$ cat src/rtl/tmu_pkg.sv
// Shared types, widths, codes and helpers of the triangular matrix unpacker.
package tmu_pkg;

  localparam int POS_W               = 11;
  localparam int OUT_POS_W           = 10;
  localparam int WEIGHT_W            = 31;
  localparam int LAYOUT_W            = 3;
  localparam int CFG_INDEX_W         = 2;
  localparam int CFG_DATA_W          = 11;
  localparam int MAX_CITIES_DEFAULT  = 1024;
  localparam int WEIGHT_BITS_DEFAULT = 31;
  localparam logic [POS_W-1:0] MIN_SIZE = POS_W'(2);

  localparam logic [CFG_INDEX_W-1:0] CFG_MATRIX_SIZE = 2'd0;
  localparam logic [CFG_INDEX_W-1:0] CFG_LAYOUT      = 2'd1;

  localparam logic CMD_WEIGHT  = 1'b0;
  localparam logic CMD_RESTART = 1'b1;

  typedef enum logic [LAYOUT_W-1:0] {
    LAYOUT_FULL       = 3'd0,
    LAYOUT_UPPER      = 3'd1,
    LAYOUT_LOWER      = 3'd2,
    LAYOUT_UPPER_DIAG = 3'd3,
    LAYOUT_LOWER_DIAG = 3'd4
  } layout_t;

  typedef struct packed {
    logic [POS_W-1:0] row;
    logic [POS_W-1:0] col;
  } pos_t;

  typedef struct packed {
    pos_t pos;
    logic done;
  } step_t;

  function automatic pos_t start_pos(input layout_t lay);
    pos_t p;
    p.row = (lay == LAYOUT_LOWER) ? POS_W'(1) : '0;
    p.col = (lay == LAYOUT_UPPER) ? POS_W'(1) : '0;
    return p;
  endfunction

  function automatic layout_t decode_layout(input logic [LAYOUT_W-1:0] code);
    layout_t lay;
    case (code)
      LAYOUT_UPPER:      lay = LAYOUT_UPPER;
      LAYOUT_LOWER:      lay = LAYOUT_LOWER;
      LAYOUT_UPPER_DIAG: lay = LAYOUT_UPPER_DIAG;
      LAYOUT_LOWER_DIAG: lay = LAYOUT_LOWER_DIAG;
      default:           lay = LAYOUT_FULL;
    endcase
    return lay;
  endfunction

endpackage

$ cat src/rtl/tmu_step.sv
// Next packed position and end-of-matrix detection for each layout.
module tmu_step (
  input  tmu_pkg::pos_t               pos,
  input  logic [tmu_pkg::POS_W-1:0]   size,
  input  tmu_pkg::layout_t            layout,
  output tmu_pkg::step_t              step
);
  import tmu_pkg::*;

  localparam int EXT_W = POS_W + 1;

  logic [EXT_W-1:0] r;
  logic [EXT_W-1:0] r1;
  logic [EXT_W-1:0] c1;
  logic [EXT_W-1:0] n;
  logic [EXT_W-1:0] r_new;
  logic [EXT_W-1:0] c_new;
  logic             wrap;
  logic             done;

  always_comb begin
    r     = {1'b0, pos.row};
    r1    = r + EXT_W'(1);
    c1    = {1'b0, pos.col} + EXT_W'(1);
    n     = {1'b0, size};
    r_new = r;
    c_new = c1;
    done  = 1'b0;
    case (layout)
      LAYOUT_UPPER: begin
        wrap = (c1 >= n);
        if (wrap) begin
          r_new = r1;
          c_new = r1 + EXT_W'(1);
          done  = (r1 + EXT_W'(1) >= n);
        end
      end
      LAYOUT_LOWER: begin
        wrap = (c1 >= r);
        if (wrap) begin
          r_new = r1;
          c_new = '0;
          done  = (r1 >= n);
        end
      end
      LAYOUT_UPPER_DIAG: begin
        wrap = (c1 >= n);
        if (wrap) begin
          r_new = r1;
          c_new = r1;
          done  = (r1 >= n);
        end
      end
      LAYOUT_LOWER_DIAG: begin
        wrap = (c1 > r);
        if (wrap) begin
          r_new = r1;
          c_new = '0;
          done  = (r1 >= n);
        end
      end
      default: begin
        wrap = (c1 >= n);
        if (wrap) begin
          r_new = r1;
          c_new = '0;
          done  = (r1 >= n);
        end
      end
    endcase
    step.done = done;
    if (done) begin
      step.pos = pos;
    end else begin
      step.pos.row = r_new[POS_W-1:0];
      step.pos.col = c_new[POS_W-1:0];
    end
  end

endmodule

$ cat src/rtl/triangular_matrix_unpacker_core.sv
// Top level of the triangular matrix unpacker: position tracking and write output.
//
//  channel  direction  handshake            payload
//  in       input      in_valid/in_ready    command, edge_weight
//  out      output     out_valid/out_ready  row_index, col_index, write_weight,
//                                           last_of_run, matrix_complete
//  cfg      input      cfg_write            cfg_index, cfg_data
//
// An input transaction lands in the input register; it is decoded into the write
// register once that register drains; it gives one write in full layout and two
// writes (original write, then mirrored write) in triangular layouts; restarts,
// diagonal positions and dropped weights write nothing.
// An empty input register takes a new transaction while a write waits on out_ready.
// Synchronous reset empties both registers, clears the position and the consumed flag.
// A matrix size or layout write restarts the position at the layout start.
module triangular_matrix_unpacker_core #(
  parameter int MAX_CITIES  = tmu_pkg::MAX_CITIES_DEFAULT,
  parameter int WEIGHT_BITS = tmu_pkg::WEIGHT_BITS_DEFAULT
) (
  input  logic                              clk,
  input  logic                              rst,
  input  logic                              in_valid,
  output logic                              in_ready,
  input  logic                              command,
  input  logic [tmu_pkg::WEIGHT_W-1:0]      edge_weight,
  output logic                              out_valid,
  input  logic                              out_ready,
  output logic [tmu_pkg::OUT_POS_W-1:0]     row_index,
  output logic [tmu_pkg::OUT_POS_W-1:0]     col_index,
  output logic [tmu_pkg::WEIGHT_W-1:0]      write_weight,
  output logic                              last_of_run,
  output logic                              matrix_complete,
  input  logic                              cfg_write,
  input  logic [tmu_pkg::CFG_INDEX_W-1:0]   cfg_index,
  input  logic [tmu_pkg::CFG_DATA_W-1:0]    cfg_data
);
  import tmu_pkg::*;

  localparam logic [WEIGHT_W-1:0] WEIGHT_MASK = (WEIGHT_BITS >= WEIGHT_W) ? '1 :
      WEIGHT_W'((64'(1) << WEIGHT_BITS) - 64'(1));

  logic                s1_valid;
  logic                s1_command;
  logic [WEIGHT_W-1:0] s1_weight;
  logic [1:0]          pend_cnt;
  logic [1:0]          pend_cnt_next;
  logic [POS_W-1:0]    pend_row;
  logic [POS_W-1:0]    pend_col;
  logic [WEIGHT_W-1:0] pend_weight;
  logic                pend_complete;
  logic                pend_load;
  logic                cfg_restart;
  pos_t                pos;
  logic                all_consumed;
  logic [POS_W-1:0]    size;
  layout_t             layout;
  step_t               step;
  logic                s1_advance;
  logic [POS_W-1:0]    size_next;
  layout_t             layout_next;

  tmu_step u_step (
    .pos    (pos),
    .size   (size),
    .layout (layout),
    .step   (step)
  );

  assign s1_advance = s1_valid && ((pend_cnt == 2'd0) || ((pend_cnt == 2'd1) && out_ready));
  assign in_ready   = !s1_valid || s1_advance;
  assign out_valid  = (pend_cnt != 2'd0);

  assign pend_load   = s1_advance && (s1_command == CMD_WEIGHT) && !all_consumed
                       && (pos.row != pos.col);
  assign cfg_restart = cfg_write && ((cfg_index == CFG_MATRIX_SIZE) || (cfg_index == CFG_LAYOUT));

  assign row_index       = OUT_POS_W'(pend_row);
  assign col_index       = OUT_POS_W'(pend_col);
  assign write_weight    = pend_weight;
  assign last_of_run     = (pend_cnt == 2'd1);
  assign matrix_complete = pend_complete;

  always_comb begin
    if (cfg_data < MIN_SIZE) begin
      size_next = MIN_SIZE;
    end else if (int'(cfg_data) > MAX_CITIES) begin
      size_next = POS_W'(MAX_CITIES);
    end else begin
      size_next = cfg_data;
    end
    layout_next = decode_layout(cfg_data[LAYOUT_W-1:0]);
  end

  always_comb begin
    pend_cnt_next = pend_cnt;
    if (pend_load) begin
      pend_cnt_next = (layout == LAYOUT_FULL) ? 2'd1 : 2'd2;
    end else if (out_valid && out_ready) begin
      pend_cnt_next = pend_cnt - 2'd1;
    end
  end

  always_ff @(posedge clk) begin
    if (rst) begin
      s1_valid     <= 1'b0;
      pend_cnt     <= 2'd0;
      pos          <= start_pos(LAYOUT_FULL);
      all_consumed <= 1'b0;
      size         <= MIN_SIZE;
      layout       <= LAYOUT_FULL;
    end else begin
      if (in_valid && in_ready) begin
        s1_valid   <= 1'b1;
        s1_command <= command;
        s1_weight  <= edge_weight & WEIGHT_MASK;
      end else if (s1_advance) begin
        s1_valid <= 1'b0;
      end

      pend_cnt <= pend_cnt_next;

      if (pend_load) begin
        pend_row      <= pos.row;
        pend_col      <= pos.col;
        pend_weight   <= s1_weight;
        pend_complete <= step.done;
      end else if (out_valid && out_ready && (pend_cnt == 2'd2)) begin
        pend_row <= pend_col;
        pend_col <= pend_row;
      end

      if (cfg_write) begin
        case (cfg_index)
          CFG_MATRIX_SIZE: begin
            size <= size_next;
          end
          CFG_LAYOUT: begin
            layout <= layout_next;
          end
          default: begin
          end
        endcase
      end

      if (cfg_restart) begin
        pos          <= start_pos((cfg_index == CFG_LAYOUT) ? layout_next : layout);
        all_consumed <= 1'b0;
      end else if (s1_advance) begin
        if (s1_command == CMD_RESTART) begin
          pos          <= start_pos(layout);
          all_consumed <= 1'b0;
        end else if (!all_consumed) begin
          pos <= step.pos;
          if (step.done) begin
            all_consumed <= 1'b1;
          end
        end
      end
    end
  end

endmodule

$ cat config.mk
export PLATFORM = sky130hd
export DESIGN_NAME = triangular_matrix_unpacker_core
export DESIGN_NICKNAME = d
export VERILOG_FILES = /design/src/rtl/tmu_pkg.sv /design/src/rtl/tmu_step.sv /design/src/rtl/triangular_matrix_unpacker_core.sv
export SDC_FILE = /design/constraint.sdc
export NUM_CORES = 1
export LEC_CHECK = 0
export BUFFER_PORTS_ARGS = -buffer_cell sky130_fd_sc_hd__buf_4
export CAP_MARGIN = 20
export CELL_PAD_IN_SITES_DETAIL_PLACEMENT = 0
export CELL_PAD_IN_SITES_GLOBAL_PLACEMENT = 1
export CORE_ASPECT_RATIO = 0.75
export CORE_MARGIN = 2
export CORE_UTILIZATION = 30
export CTS_CLUSTER_DIAMETER = 50
export DETAILED_ROUTE_END_ITERATION = 10
export GPL_ROUTABILITY_DRIVEN = 0
export PLACE_DENSITY = 0.6
export REMOVE_ABC_BUFFERS = 1
export SKIP_CTS_REPAIR_TIMING = 1
export SYNTH_ARGS = -nofsm -noshare
export SYNTH_HDL_FRONTEND = slang
export SYNTH_SLANG_ARGS = --single-unit
$ cat constraint.sdc
create_clock -name clk -period 7.2 [get_ports clk]
set_input_delay 1.08 -clock clk [delete_from_list [all_inputs] [get_ports clk]]
set_output_delay 1.08 -clock clk [all_outputs]
set_load 0.02 [all_outputs]
== Word-level counts from Yosys, hierarchy flattened ==
Index checks and enable logic that the tools add are counted.

* Output and inout bits: 55
* Bits in latches: 0
* Bits of input ports: 50
* Register bits after elaboration: 126
* Memories: 0
* Memory bits (writable): 0
* Memory bits (read-only): 0

* Divide/modulo/power cells: 0
* Multipliers: 0
* $add $sub $neg: 4
* Equality and inequality tests: 18
* Shift operators: 0
* Order comparisons: 7
* Reductions and logical operators: 30
* Mux-type cells: 40
* Bitwise logic cells: 2

{| class="wikitable"
|+ Operator list
! operator !! number
|-
| 2-to-1 mux 11 bit || 14
|-
| 2-to-1 mux 22 bit || 5
|-
| >= comparator 12 x 11 -> 1 bit || 4
|-
| one-hot mux 11 bit (4 select lines) || 1
|-
| adder 11 x 1 -> 12 bit, second input constant || 2
|-
| one-hot mux 11 bit (2 select lines) || 1
|-
| equality test 3 x 2 -> 1 bit, second input constant || 5
|-
| 2-to-1 mux 1 bit || 13
|-
| adder 12 x 1 -> 12 bit, second input constant || 1
|-
| > comparator 12 x 11 -> 1 bit || 1
|-
| one-hot mux 3 bit (4 select lines) || 1
|-
| > comparator 11 bit, second input constant || 1
|-
| less-than comparator 11 x 2 -> 1 bit, second input constant || 1
|-
| inequality test 11 bit || 1
|-
| nonzero test 2 bit || 5
|-
| equality test 3 x 1 -> 1 bit, second input constant || 3
|-
| logical AND 1 bit || 9
|-
| inequality test 4 x 3 -> 1 bit, second input constant || 2
|-
| AND reduction 2 bit || 4
|-
| equality test 3 bit, second input constant || 2
|-
| 2-to-1 mux 2 bit || 3
|-
| inequality test 3 bit, second input constant || 2
|-
| AND reduction 6 bit || 1
|-
| nonzero test 5 bit || 1
|-
| other kinds (12) || 18
|}

== Longest topological paths before layout ==
Gate-level depths: netlist (run 1).

* Word-level depth: 10
* Gate-level depth with buffers: 18
* Gate-level depth less buffers: 16

== Hierarchy ==
From an unflattened synthesis (run 1), not the netlist that was laid out.

* Cells, all modules: 704
* Area total of the unflattened synthesis: 7448.4 µm²

{| class="wikitable"
|+ By module, submodules not included
! module !! area an instance (µm²) !! seq. area each (µm²) !! instances !! cells an instance
|-
| triangular_matrix_unpacker_core || 4618.2 || 3323.2 || 1 || 301
|-
| tmu_step || 2830.2 || 0.0 || 1 || 403
|}

== Worst setup path before layout (run 1) ==
OpenSTA, ideal clock, no wires.

* Kind: input to register
* From: input port out_ready
* To: register pend_complete (netlist: matrix_complete), enable pin
* Required time: 6779 ps
* Arrival time: 3572 ps
* Stages on the path: 6
* Setup slack: 3207 ps
* Buffers on the path: 1
* Cells stage by stage: a21oi_1 -> nand2b_1 -> nor2_2 -> nand3b_1 -> clkbuf_1 -> nor2_1

* Longest elaborated chain between the ends: 7

{| class="wikitable"
|+ RTL lines
! item !! line !! RTL
|-
| from (decl) || triangular_matrix_unpacker_core.sv:27 || <nowiki>input logic out_ready,</nowiki>
|-
| logical AND 1 bit || triangular_matrix_unpacker_core.sv:69 || <nowiki>assign s1_advance = s1_valid && ((pend_cnt == 2'd0) || ((pend_cnt == 2'd1) && out_ready));</nowiki>
|-
| logical OR 1 bit || triangular_matrix_unpacker_core.sv:69 ||
|-
| logical AND 1 bit || triangular_matrix_unpacker_core.sv:69 ||
|-
| logical AND 1 bit (2 in series) || triangular_matrix_unpacker_core.sv:73 || <nowiki>assign pend_load = s1_advance && (s1_command == CMD_WEIGHT) && !all_consumed</nowiki>
|-
| logical AND 1 bit || triangular_matrix_unpacker_core.sv:74 || <nowiki>&& (pos.row != pos.col);</nowiki>
|-
| AND reduction 2 bit (no line) || -- ||
|-
| to (signal assigned) || triangular_matrix_unpacker_core.sv:126 || <nowiki>pend_complete <= step.done;</nowiki>
|-
| to (decl) || triangular_matrix_unpacker_core.sv:50 || <nowiki>logic pend_complete;</nowiki>
|}

Every way passes these cells.
A chain may end at the register's enable or synchronous reset.

== Worst setup path in the final report (run 1) ==
* From: register pos[11] (netlist name)
* To: register pos[11] (netlist name)

* Longest elaborated chain between the ends: 8

{| class="wikitable"
|+ RTL lines
! item
|-
| parallel branches: the longest is 8 deep, another holds adder 11 x 1 -> 12 bit
|}

Several ways; the timed one is not identified. The select of a mux whose other input is x is not followed.

==> results.md, run 1 <==
- PortBufs: 104
- Yosys warns: 0
- Ant. Diodes: 0
- Reg2reg setup slack: 1730 ps
- Clk Latency, worst-skew pair: 420 ps
- H-tree depth: 4
- Filler Cells Inserted: about 2200
- Worst hold-check path type: register to register
- Vias: 5313
- DRC: 0
- RSZ-0062 raised after global routing: false
- Nets: approximately 830
- Vert. Die Dim: 135.8 um
- Vias per cell: 5.084
- Crit path largest cell delay: 750 ps
- Origin of the critical flop-to-flop path: pos[11]
- Core area: 22880 um^2
- Setup crit start kind: register
- TritonCTS Buffers: 17
- Length of the first detailed-routing pass in iterations: 5
- Starting Density: 0.3038
- Max Fclk: approximately 0.18 GHz
- Relative slew slack: 0.2823
- CTS tree: built
- Tmin final: roughly 5500 ps
- # rows: 48
- Power Total: 1.912 mW
- Nature of the critical path endpoint: register
- CP Class: register to register
- Top_reg_cell synth: edfxtp_1
- Clock power frac: 0.430
- Max cap viols: 0
- Place WS: approximately 1900 ps
- Tot GR Track Use: 0.1672
- FF-to-FF End: pos[11]
- Final Hold Fails: 0
- Post-DP HPWL: 15580 um
- Critical Path Most Common Cell: ha_1
- Grt ovf: 0
- CP bufs+invs: 0
- Final WS setup: about 1700 ps
- Period utilisation layout: 0.7592
- Crit path required time: 7510 ps
- Die ar.: 24420 um^2
- Seq pwr share: 0.425
- Clk sinks: 124
- Max Buffers Root-to-Sink: 2
- Final setup viols: 0
- Setup Skew: 11.39 ps
- Crit path depth: 14
- Family with the most delay on the worst path: compound AO/OA/AOI/OAI gates
- Root buf cell: clkbuf_16
- Die width: 179.8 um
- Top cell type by total area after synthesis: edfxtp_1
- Clock Pin Slew Worst Setup and Hold Paths: 60 ps
- Async SR Flop Fraction: 0
- Power Dens Cells: 222.1 nW/um^2
- Status: complete, no violations
- Top cell type's share of synthesized area: 0.3629
- Syn Inst Count: 628
- Leakage: 3.445 nW
- Vias in the first global route: 5205
- ANT nets after route: 0
- Sequential area share after synthesis: 0.4780
- Crit-path max FO: 12
- Synth top cells by count: edfxtp_1 (84), ha_1 (51), nand2_1 (47)
- Total Wirelength: 19940 um
- Most common cell in the netlist: edfxtp_1
- Storage cell area: approximately 3300 um^2
- Setup TNS: 0 ps
- Mapped cell area: 6952 um^2
- Synth top area cells: edfxtp_1 (36%), dfxtp_1 (12%), ha_1 (9.2%)
- Largest net degree at the start of global routing: 35
- Sw Pwr: 0.5487 mW
- CP Cell Sequence: ha_1 -> nand3_1 -> xnor2_1 -> nor3b_2 -> xor2_1 -> ha_1 -> a21o_1 -> a2111oi_0 -> o31a_1 -> o211a_1 -> a211oi_2 -> nor3_2 -> a31oi_4 -> mux2_4
- Data arrival, critical path: 5780 ps
- First-pass GRT wire length: between 30000 and 40000 um
- Worst reg-to-reg path cell count: 14
- Switching share of total power: 0.2870
- Logic pwr share: 0.145
- HP Start: s1_weight[8]
- Share of post-route cells with drive strength above 1: 0.2510
- Hold Crit Endpoint: write_weight[8]
- WHS Path Cells: 0
- Slew @ Worst Pin: 1067 ps
- Slowest-stage cell, CP: nor3_2
- Synth-to-layout area growth: 23.85%
- Synth Area per Inst: 11.07 um^2
- Synth cell types: 80
- Internal power: 1.363 mW
- Initial drt markers: 442
- Initial antenna violation count: 0
- Max-slew violations: 0
- #FFs+latches synth: 124
- WL/cell: 19.08 um
- I/O pin count: 105
- Post-synth EDFFs: 84
- Multi-input gate area: 3359 um^2
- Peak VDD IR: about 120 uV
==> cell usage in the layout (no fill, tap or decap), types with 15 or more instances in the layout <==
cell	count
inv_1	31
edfxtp_1	84
buf_4	112
xor2_1	15
nor2_1	42
ha_1	51
nand2_1	47
dfxtp_1	40
clkbuf_16	17
a21oi_1	27
xnor2_1	23
o21ai_0	31
nand3_1	15
==> state kept, by name, summed over array words and instances (netlist names) <==
register / count
pos: 22
s1_valid: 1
pend_row: 10
layout: 3
pend_col: 10
size: 11
all_consumed: 1
pend_cnt: 2
write_weight: 31
s1_weight: 31
s1_command: 1
matrix_complete: 1
==> kinds of logic after synthesis <==
kind of cell | after synthesis | synth area share
compound gates | 141 | 0.1481
simple gates | 185 | 0.1474
fa+ha+maj | 51 | 0.09179
mux | 25 | 0.03852
buf+inv | 61 | 0.03960
flops | 124 | 0.4780
xor+xnor | 41 | 0.05652
==> per-stage QoR <==
step	hold slack (ps)	cell area (um^2)	cells	util
6_report	412.7	8610	1045	0.3763
5_1_grt	409.6	8610	1045	0.3763
4_1_cts	409.7	8594	1044	0.3756
3_5_place_dp	404.5	8023	1012	0.3506
3_3_place_gp	400.0	8023	1012	0.3506
2_1_floorplan	400.3	6800	600	-
==> layout make-up <==
cell class,count,area share
Timing Repair Buffer,113,0.09940
Inverter,33,0.01439
Clock buffer,17,0.04941
Tap cell,300,0.04360
Sequential cell,124,0.3860
Multi-Input combinational cell,443,0.3902
Clock inverter,15,0.01700
==> worst max path at each step <==
stage,startpoint,to
CTS,pos[11],pos[11]
global route,pos[11],pos[11]
global placement,pos[13],pos[11]
finish,pos[11],pos[11]
detailed placement,pos[11],pos[11]
floorplan,out_ready,matrix_complete
==> power groups by stage <==
stage	Sequential (mW)	Clock [mW]	Combinational, mW
floorplan	0.831	0	0.169
global placement	0.826	0	0.272
detailed placement	0.828	0	0.275
CTS	0.813	0.844	0.277
global route	0.816	0.880	0.303
finish	0.813	0.822	0.278
==> per-layer routing <==
metal | share of wire | global-route usage | vias to the layer above
met1 | 0.51 | 0.2480 | 2590
li1 | - | - | 2545
met2 | 0.42 | 0.2418 | 165
met5 | 0 | 0 | -
met4 | 0.0096 | 0.04381 | 0
met3 | 0.061 | 0.03991 | 13
No activity file was read; power rests on OpenSTA's default activity.
==> run 2, diff against run 1 <==
--- a/config.mk
+++ b/config.mk
@@ -5,6 +5,7 @@
 export SDC_FILE = /design/constraint.sdc
 export NUM_CORES = 1
 export LEC_CHECK = 0
+export ABC_AREA = 1
 export BUFFER_PORTS_ARGS = -buffer_cell sky130_fd_sc_hd__buf_4
 export CAP_MARGIN = 20
 export CELL_PAD_IN_SITES_DETAIL_PLACEMENT = 0
@@ -15,7 +16,7 @@
 export CTS_CLUSTER_DIAMETER = 50
 export DETAILED_ROUTE_END_ITERATION = 10
 export GPL_ROUTABILITY_DRIVEN = 0
-export PLACE_DENSITY = 0.6
+export PLACE_DENSITY = 0.65
 export REMOVE_ABC_BUFFERS = 1
 export SKIP_CTS_REPAIR_TIMING = 1
 export SYNTH_ARGS = -nofsm -noshare
==> constraint.sdc (replaced) <==
create_clock -name clk -period 4.6 [get_ports clk]
set_input_delay 0.69 -clock clk [delete_from_list [all_inputs] [get_ports clk]]
set_output_delay 0.69 -clock clk [all_outputs]
set_load 0.02 [all_outputs]
==> run 2 against run 1 <==
Routed wire length up 2.0%. Setup slack worse by 1200 ps. Sequential cell count unchanged. Critical endpoint is now pos[10].
==> results.md, run 2 <==
- Slowest-stage cell, CP: dfxtp_1
- Synth cell types: 43
- Period utilisation layout: 0.8919
- Filler Cells Inserted: 2537
- Synth top area cells: edfxtp_1 (35%), dfxtp_1 (11%), nand2_1 (11%)
- Internal power: 3.000 mW
- Clk Latency, worst-skew pair: approximately 430 ps
- Post-Layout Cell Count: 1311
- Final Hold Fails: 0
- Sequential area share after synthesis: 0.4618
- I/O pin count: between 100 and 150
- WL/cell: about 16 um
- Family with the most delay on the worst path: simple AND/OR/NAND/NOR gates
- Length of the first detailed-routing pass in iterations: 5
- Core area: approximately 24000 um^2
- Commonest cells after routing, fill and taps aside: nand2_1 (207), inv_1 (125), buf_4 (113)
- CTS tree: built
- Async SR Flop Fraction: 0
- Crit path depth: 23
- WHS Path Cells: 0
- Worst hold-check path type: register to register
- Status: complete, no violations
- Post-synth EDFFs: 84
- ANT nets after route: 0
- Data arrival, critical path: around 4400 ps
- Syn Inst Count: 882
- Synth Area per Inst: roughly 8 um^2
- Worst reg-to-reg path cell count: 23
- Hold Crit Endpoint: write_weight[0]
- Clock power frac: 0.249
- Setup TNS: 0 ps
- RSZ-0062 raised after global routing: false
- CP Class: register to register
- Crit path largest cell delay: 500 ps
- Tot GR Track Use: 0.1665
- Clk sinks: 124
- Tmin final: 4103 ps
- Max-slew violations: 0
- Setup Skew: 14.04 ps
- Top cell type by total area after synthesis: edfxtp_1
- Relative slew slack: 0.3407
- Setup crit start kind: register
- Critical Path Most Common Cell: nor2_1
- Max cap viols: 0
- Largest net degree at the start of global routing: 45
- #FFs+latches synth: roughly 120
- Root buf cell: clkbuf_16
- Initial drt markers: 425
- Die ar.: 25250 um^2
- Cell total after placement: 1279
- # rows: 49
- Switching share of total power: 0.4527
- Clock Pin Slew Worst Setup and Hold Paths: 70 ps
- Most common cell after layout, fill and taps aside: nand2_1
- DRC: 0
- Post-DP HPWL: 15670 um
- Core Util, Final: 0.3757
- Slew @ Worst Pin: between 900 and 1000 ps
- Leakage: about 4.1 nW
- PortBufs: approximately 100
- Crit-path max FO: 13
- Power Dens Cells: 613.4 nW/um^2
- Max Buffers Root-to-Sink: 2
- Origin of the critical flop-to-flop path: pos[0]
- First-pass GRT wire length: ~32000 um
- Mapped cell area: slightly above 7000 um^2
- Initial antenna violation count: 0
- Logic pwr share: 0.466
- Final setup viols: 0
- Reg2reg setup slack: 500 ps
- Total Wirelength: between 20000 and 25000 um
- Top_reg_cell synth: edfxtp_1
- Yosys warns: 0
- Nets: 1093
- Synth top cells by count: nand2_1 (207), inv_1 (125), nor2_1 (101)
- Starting Density: 0.3025
- Vias: 6050
- Seq pwr share: 0.285
- FF-to-FF End: pos[10]
- Max Fclk: 0.2437 GHz
- Sw Pwr: 2.482 mW
- Synth-to-layout area growth: 24.20%
- TritonCTS Buffers: 17
- Vias in the first global route: 5790
- CP Cell Sequence: ha_1 -> nand2_1 -> nor2_1 -> inv_1 -> nor2_1 -> inv_1 -> o21ai_1 -> inv_1 -> ha_1 -> nand3_1 -> nor3_2 -> nand2_1 -> nor2_1 -> nor2_4 -> a21oi_1 -> nand2_1 -> nor2_1 -> nor2_1 -> nand3_1 -> nand2_2 -> buf_4 -> o21ai_0 -> nor2_1
- Most common cell in the netlist: nand2_1
- Grt ovf: 0
- Top cell type's share of synthesized area: 0.3505
- Vert. Die Dim: 138.1 um
- H-tree depth: 4
- HP Start: s1_weight[0]
- Share of post-route cells with drive strength above 1: 0.1751
- Ant. Diodes: 0
- CP bufs+invs: 4
- Die width: 182.8 um
- Peak VDD IR: 313.7 uV
- Vias per cell: 4.615
- Crit path required time: 4910 ps
- Nature of the critical path endpoint: register
## run 2: layer usage
metal | global-route usage | share of wire | vias up
met5 | 0 | 0 | -
met4 | 0.04758 | 0.014 | 0
met3 | 0.04110 | 0.055 | 23
met2 | 0.2335 | 0.41 | 153
met1 | 0.2517 | 0.52 | 2731
li1 | - | - | 3143
## run 2: through the flow
stage / worst slack [ps] / area [um^2] / hold WS (ps) / total power [mW]
global placement: 194.2 / 8334 / 400.1 / 4.133
finish: 497.3 / 8937 / 415.3 / 5.482
detailed placement: 229.8 / 8334 / 404.5 / 4.120
floorplan: 1014 / 7092 / 400.3 / 3.302
global route: 20.17 / 8937 / 411.8 / 5.953
CTS: 183.5 / 8932 / 415.7 / 5.511
## run 2: how the worst max path moves through the flow
stage	from	endpoint	slack (ps)
floorplan	out_ready	matrix_complete	1010
global placement	pos[0]	pos[9]	190
detailed placement	pos[0]	pos[10]	230
CTS	pos[0]	pos[10]	180
global route	pos[0]	pos[7]	20
finish	pos[0]	pos[10]	500
## run 2: cells by family after synthesis
logic type / after synthesis / share of synthesized area
adders and majority gates: 51 / 0.08868
AOI/OAI and AO/OA: 139 / 0.1090
xor gates and xnor gates: 16 / 0.01948
DFF: 124 / 0.4618
buffers and inverters: 154 / 0.08329
and+or+nand+nor: 398 / 0.2377
## run 2: power groups by stage
stage               clock network, mW  logic [mW]  registers (mW)
floorplan                           0        1.72            1.58
global placement                    0        2.55            1.58
detailed placement                  0        2.54            1.58
CTS                              1.40        2.55            1.56
global route                     1.45        2.92            1.59
finish                           1.36        2.56            1.56
## run 2: layout make-up
| class | instances | area (um^2) | area share |
|---|---|---|---|
| Clock inverter | 15 | 172.7 | 0.01932 |
| Multi-Input combinational cell | 604 | 3289 | 0.3681 |
| Tap cell | 306 | 382.9 | 0.04284 |
| Sequential cell | 124 | 3323 | 0.3718 |
| Inverter | 132 | 495.5 | 0.05544 |
| Timing Repair Buffer | 113 | 848.3 | 0.09492 |
| Clock buffer | 17 | 425.4 | 0.04760 |
